File: src/rtl/rfa_pkg.sv
// ----------------------------------------------------------------------------
// Relocation fixup package
// Item types, location type codes and status codes shared by the fixup block.
// ----------------------------------------------------------------------------
`timescale 1ns / 1ps

package rfa_pkg;

	// Target kinds
	localparam logic [1:0] KIND_SEGMENT  = 2'd0;
	localparam logic [1:0] KIND_GROUP    = 2'd1;
	localparam logic [1:0] KIND_EXTERNAL = 2'd2;
	localparam logic [1:0] KIND_NONE     = 2'd3;

	// Location types
	localparam logic [3:0] LOC_LOW_BYTE  = 4'd0;
	localparam logic [3:0] LOC_OFFSET16  = 4'd1;
	localparam logic [3:0] LOC_BASE16    = 4'd2;
	localparam logic [3:0] LOC_FAR_PTR   = 4'd3;
	localparam logic [3:0] LOC_OFFSET16B = 4'd5;

	// Byte counts to store
	localparam logic [2:0] WB_NONE  = 3'd0;
	localparam logic [2:0] WB_BYTE  = 3'd1;
	localparam logic [2:0] WB_WORD  = 3'd2;
	localparam logic [2:0] WB_DWORD = 3'd4;

	typedef enum logic [1:0] {
		ST_OK         = 2'd0,
		ST_SELF_REL   = 2'd1,
		ST_UNHANDLED  = 2'd2,
		ST_UNRESOLVED = 2'd3
	} status_t;

	typedef struct packed {
		logic [1:0]  target_kind;
		logic [15:0] target_base;
		logic [15:0] symbol_offset;
		logic        symbol_found;
		logic [15:0] displacement;
		logic [3:0]  location_type;
		logic        seg_relative;
		logic [15:0] patch_offset;
		logic [31:0] current_value;
	} fixup_t;

	typedef struct packed {
		logic [31:0] new_value;
		logic [2:0]  write_bytes;
		logic        done_res;
		status_t     status;
	} result_t;

	// Target resolution handed from the target module to the patch logic
	typedef struct packed {
		logic [15:0] address;
		logic        unresolved;
	} target_t;

endpackage

File: src/rtl/relocation_fixup_apply_core.sv
// ----------------------------------------------------------------------------
// Relocation fixup apply core
// Applies one 16-bit object-file relocation per item. Each fixup item is
// captured in an input register, resolved and patched by combinational logic,
// and the result is held in a result register. Throughput is one item per
// clock while the result side does not stall. An accepted item passes from the
// input register to the result register before it is shown. A stalled result
// does not block acceptance while the input register is free, and both
// registers keep moving whenever the result side takes its item.
// ----------------------------------------------------------------------------
`timescale 1ns / 1ps

module relocation_fixup_apply_core import rfa_pkg::*; (
	input  logic    clk,
	input  logic    arst_n,
	input  logic    fixup_valid,
	output logic    fixup_stall,
	input  fixup_t  fixup,
	output logic    result_valid,
	input  logic    result_stall,
	output result_t result
);

	logic    valid_s1;
	fixup_t  item_s1;
	logic    valid_s2;
	result_t result_s2;
	logic    load_s1;
	logic    load_s2;
	target_t target;
	result_t patched;

	// Pipeline advance
	assign load_s2     = !valid_s2 || !result_stall;
	assign load_s1     = !valid_s1 || load_s2;
	assign fixup_stall = !load_s1;

	always_ff @(posedge clk or negedge arst_n) begin
		if (!arst_n) begin
			valid_s1 <= 1'b0;
			valid_s2 <= 1'b0;
		end else begin
			if (load_s1) valid_s1 <= fixup_valid;
			if (load_s2) valid_s2 <= valid_s1;
		end
	end

	// Payload registers
	always_ff @(posedge clk) begin
		if (load_s1 && fixup_valid) item_s1 <= fixup;
		if (load_s2 && valid_s1) result_s2 <= patched;
	end

	rfa_target u_target (
		.item   (item_s1),
		.target (target)
	);

	rfa_patch u_patch (
		.item   (item_s1),
		.target (target),
		.result (patched)
	);

	assign result_valid = valid_s2;
	assign result       = result_s2;

endmodule

File: src/rtl/rfa_target.sv
// ----------------------------------------------------------------------------
// Fixup target address
// Forms the 16-bit target address from kind, base, symbol offset and
// displacement, and flags an unresolved external symbol.
// ----------------------------------------------------------------------------
`timescale 1ns / 1ps

module rfa_target import rfa_pkg::*; (
	input  fixup_t  item,
	output target_t target
);

	logic [15:0] frame;

	// Base of the target frame; no target means base zero
	always_comb begin
		case (item.target_kind)
			KIND_SEGMENT, KIND_GROUP: frame = item.target_base;
			KIND_EXTERNAL:            frame = item.target_base + item.symbol_offset;
			default:                  frame = 16'd0;
		endcase
	end

	// Displacement wraps in 16 bits
	assign target.address    = frame + item.displacement;
	assign target.unresolved = (item.target_kind == KIND_EXTERNAL) && !item.symbol_found;

endmodule

File: src/rtl/rfa_patch.sv
// ----------------------------------------------------------------------------
// Fixup patch value
// Combines the target with the stored word per location type and mode, and
// produces the value, byte count, done flag and status.
// ----------------------------------------------------------------------------
`timescale 1ns / 1ps

module rfa_patch import rfa_pkg::*; (
	input  fixup_t  item,
	input  target_t target,
	output result_t result
);

	logic [7:0]  byte_seg;
	logic [7:0]  byte_self;
	logic [15:0] word_seg;
	logic [15:0] word_self;
	logic [15:0] base_sum;
	logic [16:0] far_lo;
	logic [3:0]  far_hi;

	// Candidate values for each location type
	assign byte_seg  = target.address[7:0] + item.current_value[7:0];
	assign byte_self = target.address[7:0] - (item.patch_offset[7:0] + 8'd1);
	assign word_seg  = target.address + item.current_value[15:0];
	assign word_self = target.address - (item.patch_offset + 16'd2);
	assign base_sum  = target.address + {item.current_value[11:0], 4'b0000};
	assign far_lo    = {1'b0, target.address} + {1'b0, item.current_value[15:0]};
	// Only bits 19:16 of the upper half survive the 12-bit shift
	assign far_hi    = item.current_value[19:16] + {3'b000, far_lo[16]};

	// Select by location type and relative mode
	always_comb begin
		result = '{new_value: 32'd0, write_bytes: WB_NONE, done_res: 1'b0,
			status: ST_OK};
		if (target.unresolved) begin
			result.status = ST_UNRESOLVED;
		end else begin
			case (item.location_type)
				LOC_LOW_BYTE: begin
					result.new_value   = {24'd0,
						item.seg_relative ? byte_seg : byte_self};
					result.write_bytes = WB_BYTE;
					result.done_res    = 1'b1;
				end
				LOC_OFFSET16, LOC_OFFSET16B: begin
					result.new_value   = {16'd0,
						item.seg_relative ? word_seg : word_self};
					result.write_bytes = WB_WORD;
					result.done_res    = 1'b1;
				end
				LOC_BASE16: begin
					if (item.seg_relative) begin
						result.new_value   = {20'd0, base_sum[15:4]};
						result.write_bytes = WB_WORD;
						result.done_res    = 1'b1;
					end else begin
						result.status = ST_SELF_REL;
					end
				end
				LOC_FAR_PTR: begin
					if (item.seg_relative) begin
						result.new_value   = {far_hi, 12'd0, far_lo[15:0]};
						result.write_bytes = WB_DWORD;
						result.done_res    = 1'b1;
					end else begin
						result.status = ST_SELF_REL;
					end
				end
				default: begin
					result.done_res = 1'b1;
					result.status   = ST_UNHANDLED;
				end
			endcase
		end
	end

endmodule

File: config.mk
export PLATFORM = sky130hd
export DESIGN_NAME = relocation_fixup_apply_core
export DESIGN_NICKNAME = d
export VERILOG_FILES = /design/src/rtl/rfa_pkg.sv /design/src/rtl/relocation_fixup_apply_core.sv /design/src/rtl/rfa_target.sv /design/src/rtl/rfa_patch.sv
export SDC_FILE = /design/constraint.sdc
export NUM_CORES = 1
export LEC_CHECK = 0
export ABC_AREA = 1
export BUFFER_PORTS_ARGS = -buffer_cell sky130_fd_sc_hd__buf_2
export CORE_AREA = 2 2 168 170
export DETAILED_ROUTE_END_ITERATION = 12
export DIE_AREA = 0 0 170 172
export HOLD_SLACK_MARGIN = 0.03
export SYNTH_ARGS = -nofsm -noshare
export SYNTH_HDL_FRONTEND = slang
export SYNTH_HIERARCHICAL = 1
export SYNTH_SLANG_ARGS = --single-unit
File: constraint.sdc
create_clock -name clk -period 11.2 [get_ports clk]
set_input_delay 2.24 -clock clk [delete_from_list [all_inputs] [get_ports clk]]
set_output_delay 2.24 -clock clk [all_outputs]
set_load 0.01 [all_outputs]
; ---- Word-level counts from Yosys, hierarchy flattened
; Cells that the tools add are included.
; W data, S select, Z words.
[word_totals]
wordCells = 57
out_inout_bits = 40
in_bits = 108
regBits = 132
[op_classes]
n_reduce_logical = 16
add_sub_neg = 11
muxes = 9
n_eq_ne = 6
[ops]
columns = cell, count
row1 = $pmux W35 S4, 1
row2 = $add A16 B16 Y16, 4
row3 = $mux W36, 1
row4 = $mux W16, 2
row5 = $pmux W16 S2, 1
row6 = $add A16 B16 Y17, 1
row7 = $add A16 B2 Y16 const B, 1
row8 = $sub A16 B16 Y16, 1
row9 = $add A8 B1 Y8 const B, 1
row10 = $add A8 B8 Y8, 1
row11 = $eq A4 B2 Y1 const B, 2
row12 = $mux W8, 1
row13 = $sub A8 B8 Y8, 1
row14 = $reduce_or A2 Y1, 3
row15 = $logic_not A1 Y1, 5
row16 = $add A4 B1 Y4, 1
row17 = $eq A4 B1 Y1 const B, 1
row18 = $eq A4 B3 Y1 const B, 1
row19 = $logic_not A4 Y1, 1
row20 = $pmux W2 S2, 1
row21 = $logic_and A1 B1 Y1, 3
row22 = $reduce_or A3 Y1, 1
row23 = $eq A2 B1 Y1 const B, 1
row24 = $eq A2 B2 Y1 const B, 1
row25 = 4 further kinds, 5

; ---- Logic depth before layout (Yosys ltp)
; Gate-level depths: netlist of the first run.
[logic_depth]
depth_word = 8
depth_mapped = 30
mapped_depth_nobuf = 30

; ---- Cells and area by module
; Netlist of the first run, hierarchy kept.
[by_module_without_submodules]
columns = module, n_inst, cells_per_inst, seq_area_each_um2, area_per_inst_um2
row1 = relocation_fixup_apply_core, 1, 154, 4314.1, 4359.2
row2 = rfa_patch, 1, 695, 0.0, 3729.8
row3 = rfa_target, 1, 293, 0.0, 1692.9

; ---- Worst setup path after synthesis of the first run
; OpenSTA, ideal clock, no wires.
[synth_path]
path_type = input to register
from = input port result_stall
to = register item_s1[0] (netlist bit) (enable)
t_arrival_ns = 4.366
cell_stages = 3
path_slack_ns = 6.377
required_ns = 10.743
cell_sequence = nand3_2 nand2_1 inv_1
[synth_between]
elab_chain_len = 4
[synth_rtl]
columns = element, line_no
row1 = "start, declared", relocation_fixup_apply_core.sv:20  ; input logic result_stall,
row2 = $logic_not A1 Y1, relocation_fixup_apply_core.sv:34  ; assign load_s2 = !valid_s2 || !result_stall;
row3 = $logic_or A1 B1 Y1, relocation_fixup_apply_core.sv:34
row4 = $logic_or A1 B1 Y1, relocation_fixup_apply_core.sv:35  ; assign load_s1 = !valid_s1 || load_s2;
row5 = $logic_and A1 B1 Y1, relocation_fixup_apply_core.sv:50  ; if (load_s1 && fixup_valid) item_s1 <= fixup;
row6 = "end signal, assigned", relocation_fixup_apply_core.sv:50
row7 = "end, declared", relocation_fixup_apply_core.sv:25  ; fixup_t item_s1;
; No other way between the ends.
; A chain may end at the register's enable or synchronous reset.

==> results of run 1 <==
path summary, 6_finish.rpt:
check                                     to    startpoint  cells past startpoint
worst max-delay path              result[36]  item_s1[103]                     23
worst min-delay path                valid_s1      valid_s1                      2
worst max register to register    result[36]  item_s1[103]                     23
worst min register to register      valid_s1      valid_s1                      2
max in group asynchronous       result_valid        arst_n                      1
min in group asynchronous           valid_s1        arst_n                      1
cell type report:
type,count,share of cell area [%]
inverters,184,6.197
repair buffers,139,6.321
multi-input cells,808,42.27
well taps,346,3.878
flip-flops and latches,132,35.41
clock buffers,18,3.844
clock inverters,14,2.073
per-layer routing:
| layer | wire length (um) | global-route usage, % | part of all wire (%) | vias to the layer above |
|---|---|---|---|---|
| met4 | 427 | 5.463 | 1.8 | 0 |
| met1 | 10790 | 20.71 | 45 | 3521 |
| met2 | 11330 | 29.07 | 47 | 234 |
| li1 | - | - | - | 4045 |
| met5 | 0 | 0 | 0 | - |
| met3 | 1304 | 2.907 | 5.5 | 33 |
worst max-delay path: stages (launching register included):
cell and delay, ns:
edfxtp_1 0.35, inv_1 0.28, nor2_4 0.35, clkinv_1 0.39, o22ai_1 0.32, inv_1 0.10, fa_1 0.46, o21ai_2 0.21
a21boi_2 0.13, o21ai_0 0.21, xor2_1 0.43, ha_1 0.38, nand2_1 0.16, inv_1 0.05, a21oi_1 0.25, nor3_1 0.08
nor2_1 0.15, nand2_1 0.08, a21oi_1 0.13, o21bai_1 0.14, ha_1 0.24, ha_1 0.19, xnor2_1 0.12, nor3_1 0.21
sequential cells by signal, indices dropped and copies added, names as in the netlist:
| register | flops |
|---|---|
| result_valid | 1 |
| item_s1 | 92 |
| valid_s1 | 1 |
| result | 38 |
metrics by stage:
step | area [um^2] | power, W | cells | setup WS [ns] | hold slack [ns]
finish | 11160 | 0.002136 | 1641 | 5.608 | 0.5356
global route | 11160 | 0.002300 | 1641 | 5.195 | 0.5527
CTS | 11160 | 0.002148 | 1641 | 5.685 | 0.5428
detailed placement | 10500 | 0.001503 | 1609 | 5.712 | 0.5210
global placement | 10500 | 0.001495 | 1609 | 5.763 | 0.5081
floorplan | 9463 | 0.001282 | 1141 | 6.550 | 0.4658
power by group:
part / total (W) / switching, W / internal, W
clock: 0.000636 / 0.000219 / 0.000417
sequential: 0.000601 / 0.0000143 / 0.000586
combinational: 0.000900 / 0.000583 / 0.000316
layout by cell type, fill, tap and decap left out, types with 8 or more instances in the layout:
master     instances
a21oi_1           75
clkbuf_16         17
nor2_1            88
nor3_1             8
ha_1              95
nand3_1           84
o21ai_1            9
edfxtp_1         130
xor2_1            18
nand4_1           10
inv_1            175
conb_1            12
xnor2_1           11
nand2_1          289
o21bai_1           8
o21ai_0           34
buf_2            135
==> metrics.yaml, run 1 <==
run_status:
  status: "finished clean"
routing:
  drt_iter0_drc: 489
  vias: 7833
  wl_um: 23850
  viasPerCell: 4.773
  firstDrtPassIters: 6
  drc_errors: 0
  wire_per_inst_um: 14.53
  antenna_left: 0
power_and_ir_drop:
  ir_drop_mv: 0.1058
  power-per-cell-area_mw_per_mm2: 191.3
  leakage_nw: 5.423
floorplanning:
  initial_core_util_pct: 34.29
  die_h_um: 172
  die_w_um: 170
  pin_count: 148
  coreArea_mm2: 0.02748
  rows: 61
  die_area_mm2: 0.02924
placed_design:
  io_buffer_count: 135
  place.gp.congestion: 0.9388
  dp_hpwl_um: 18890
clock_network:
  cts.path.max_buffers: 2
  htree_levels: 4
  cts_sinks: 132
  ctsHoldBuffers: 0
  clk_pin_slew_ns: 0.06
  clk_latency_ns: 0.42
  numCtsBuffers: 17
  cts_resized: 0
  cts_tree: "built"
  cts_setup_buffers: 0
  cts_root_buf: "clkbuf_16"
timing:
  fin_worst_skew_ns: 0.009651
  setup_tns_ns: 0
  drv_slew: 0
  slew_headroom_pct: 38.91
  fin_crit_ns: 5.592
  max_freq_mhz: 178.8
  setup_viol: 0
  hold_viol_final: 0
  tightest_slew_ns: 0.9164
  grt_setup_unrepaired: "no"
  finalCritPeriodShare_pct: 49.93
cells_and_area:
  fillCellCount: 2773
  antennaDiodeCount: 0
  nets: 1491
  multi_input_area_mm2: 0.004720
  area_delta_synth_final_pct: 18.50
  regArea_mm2: 0.003954
  utilization_pct: 40.63
  drive_above_1_share_pct: 16.29
global_routing:
  grt_usage_pct: 16.57
  grt_overflow: 0
  first_global_vias: 7573
  grt_pass1_wl_um: 37440
  antenna_found_initial: 1
  grt_max_degree: 73
yosys:
  syn_area_mm2: 0.009422
  yosysWarnings: 6
  avgSynthCellArea_um2: 8.338
  synth_cells: 1130
setup_path:
  rrSetupSlack_ns: 5.61
  crit_path_end_kind: "register"
  worstSetupPathType: "register to register"
  cp.arrival_ns: 5.84
  cp-start-kind: "register"
  crit_required_ns: 11.45
  crit_path_max_fanout: 16
flow_run:
  drv_cap: 0
min_path:
  hp-class: "register to register"
Note: power is estimated with default switching activity, not from simulation.
==> run 2: changes to the inputs <==
Settings changed: ABC_AREA 1 to 0, CORE_AREA 2 2 168 170 to 2 2 161 163, DIE_AREA 0 0 170 172 to 0 0 163 165.
Clock period 11.2 ns to 4.85 ns, I/O delays scaled along.
==> run 2 against run 1 <==
Against the previous run: hold slack worse by 0.23 ns; area after synthesis is 8.8% lower; combinational power grew to 3.2 times the previous value; the flow now finishes with violations (negative setup slack); critical endpoint unchanged; count of clock-buffer cells in the layout is 2 higher; die area is 8.0% lower; sequential power is 130% higher; worst setup slack worse by 5.9 ns; register-to-register slack worse by 5.9 ns; via count is 11% lower; clock skew is 0.0066 ns higher; first-iteration DRC count is 25% lower; final cell count is 12% lower.
==> metrics.yaml, run 2 <==
timing:
  max_freq_mhz: 195.6
  tightest_slew_ns: 0.9263
  setup_viol: 9
  grt_setup_unrepaired: "yes"
  hold_viol_final: 0
  slew_headroom_pct: 38.25
  finalWorstSetupSlack_ns: -0.2628
  fin_worst_skew_ns: 0.01625
  setup_tns_ns: -1.262
  drv_slew: 0
  finalCritPeriodShare_pct: 105.4
  fin_crit_ns: 5.113
cells_and_area:
  area_delta_synth_final_pct: 44.47
  layout_commonest_cell: "buf_4"
  nets: 1304
  top_register: "item_s1"
  largest_reg_flops: 92
  final_cell_mix: "buf_4, buf_2, edfxtp_1"
  drive_above_1_share_pct: 43.95
  antennaDiodeCount: 0
  fillCellCount: 2253
routing:
  wl_um: 21930
  drt_iter0_drc: 367
  antenna_left: 0
  drc_errors: 0
  wire_per_inst_um: 15.25
  viasPerCell: 4.834
  wl_met2_um: 10660
  firstDrtPassIters: 5
  dr_wl_met3_um: 1176
  vias: 6951
  highest_layer: "met4"
  wl_met1_um: 9773
setup_path:
  critPathMaxStageDelay_ns: 0.39
  crit_path_max_fanout: 5
  slowest_stage: "edfxtp_1"
  cp.arrival_ns: 5.30
  critPathBufInv: 5
  worstSetupPathType: "register to register"
  crit_required_ns: 5.04
  crit_path_end_kind: "register"
  cp-start-kind: "register"
  critPathTopFamily: "compound AO/OA/AOI/OAI gates"
yosys:
  avgSynthCellArea_um2: 10.91
  yosysWarnings: 6
  syn_area_mm2: 0.008593
  synth_cells: 788
clock_network:
  clk_latency_ns: 0.44
  clk_pin_slew_ns: 0.06
  ctsHoldBuffers: 0
  cts_tree: "built"
  numCtsBuffers: 17
  htree_levels: 4
  cts.path.max_buffers: 2
  cts_sinks: 132
  cts_root_buf: "clkbuf_16"
placed_design:
  io_buffer_count: 135
  place.gp.congestion: 0.8217
  dp_hpwl_um: 15930
floorplanning:
  die_w_um: 163
  rows: 58
  coreArea_mm2: 0.02504
  initial_core_util_pct: 34.32
  die_area_mm2: 0.02690
  die_h_um: 165
  pin_count: 148
power_and_ir_drop:
  power_w: 0.005597
  power-per-cell-area_mw_per_mm2: 450.9
  ir_drop_mv: 0.2382
  leakage_nw: 5.283
min_path:
  hp-class: "input pin to async pin"
global_routing:
  grt_overflow: 0
  grt_usage_pct: 16.56
  grt_max_degree: 70
  antenna_found_initial: 0
  grt_pass1_wl_um: 34220
  first_global_vias: 7007
flow_run:
  drv_cap: 0
run_status:
  status: "finished with violations"
  violations: "negative setup slack"
## run 2: changes by cell type in the layout (fill, tap and decap cells not counted), moves of 41 or more
cell	delta
nand2_1	-259
buf_4	+149
inv_1	-100
nand3_1	-76
a21oi_1	-44
nor2_1	-41
## run 2: timing repair
item | CTS | global route
gates cloned | 0 | 0
pin swaps | 69 | 85
setup buffers | 19 | 12
gates resized for setup | 93 | 88
setup endpoints to repair | 14 | 16
## run 2: metal layers
| metal | up-vias | GRT usage [%] |
|---|---|---|
| met5 | - | 0 |
| met4 | 0 | 5.109 |
| met3 | 28 | 3.993 |
| met2 | 195 | 28.27 |
| met1 | 3231 | 20.76 |
| li1 | 3497 | - |
## run 2: stage by stage
stage	utilization [%]	setup WS, ns	hold slack, ns	cells	area (um^2)
3_5_place_dp	42.55	-0.5496	0.4926	1381	10650
3_3_place_gp	42.55	-0.4651	0.4848	1381	10650
5_1_grt	49.59	-0.5139	0.2877	1438	12410
2_1_floorplan	-	-0.01255	0.4667	799	8648
6_report	49.59	-0.2628	0.3072	1438	12410
4_1_cts	47.35	-0.2945	0.2906	1429	11860
## run 2: final cells by class
| cell class | count | area (um^2) | area share (%) |
|---|---|---|---|
| inverter | 89 | 341.6 | 2.751 |
| timing repair buffer | 296 | 1914 | 15.42 |
| sequential | 132 | 3954 | 31.85 |
| clock buffer | 20 | 466.7 | 3.759 |
| tap | 330 | 412.9 | 3.326 |
| multi-input combinational | 559 | 5180 | 41.73 |
| clock inverter | 12 | 145.1 | 1.169 |
## run 2: final timing paths
kind	start	end	slack, ns	depth (start not counted)
worst max register to register	item_s1[86]	result[36]	-0.26	27
worst min register to register	valid_s1	result_valid	0.50	1
worst max-delay path	item_s1[86]	result[36]	-0.26	27
min in group clk	valid_s1	result_valid	0.50	1
worst min-delay path	arst_n	result_valid	0.31	1
max in group asynchronous	arst_n	valid_s1	4.45	1
## run 2: power by group
group | internal (W) | leakage, nW | switching, W
registers | 0.00135 | 1.28 | 0.0000449
clock network | 0.000806 | 0.299 | 0.000524
logic | 0.00147 | 3.71 | 0.00140
## run 2: worst reg2reg max path, stage by stage (launching register included)
cell       delay [ns]
edfxtp_1         0.39
ha_4             0.15
inv_2            0.03
fa_2             0.33
nor2b_2          0.15
o21ai_2          0.08
a21boi_2         0.17
o21ai_2          0.09
buf_4            0.14
a211oi_2         0.20
buf_4            0.16
o31ai_2          0.08
o21ai_1          0.18
xnor2_1          0.14
o2bb2ai_1        0.10
ha_2             0.37
nor2_1           0.07
a2111oi_2        0.38
o211ai_1         0.20
buf_4            0.18
ha_1             0.32
inv_1            0.09
o21bai_1         0.08
a21o_1           0.24
ha_4             0.19
ha_4             0.16
xnor2_2          0.12
nor2_1           0.06
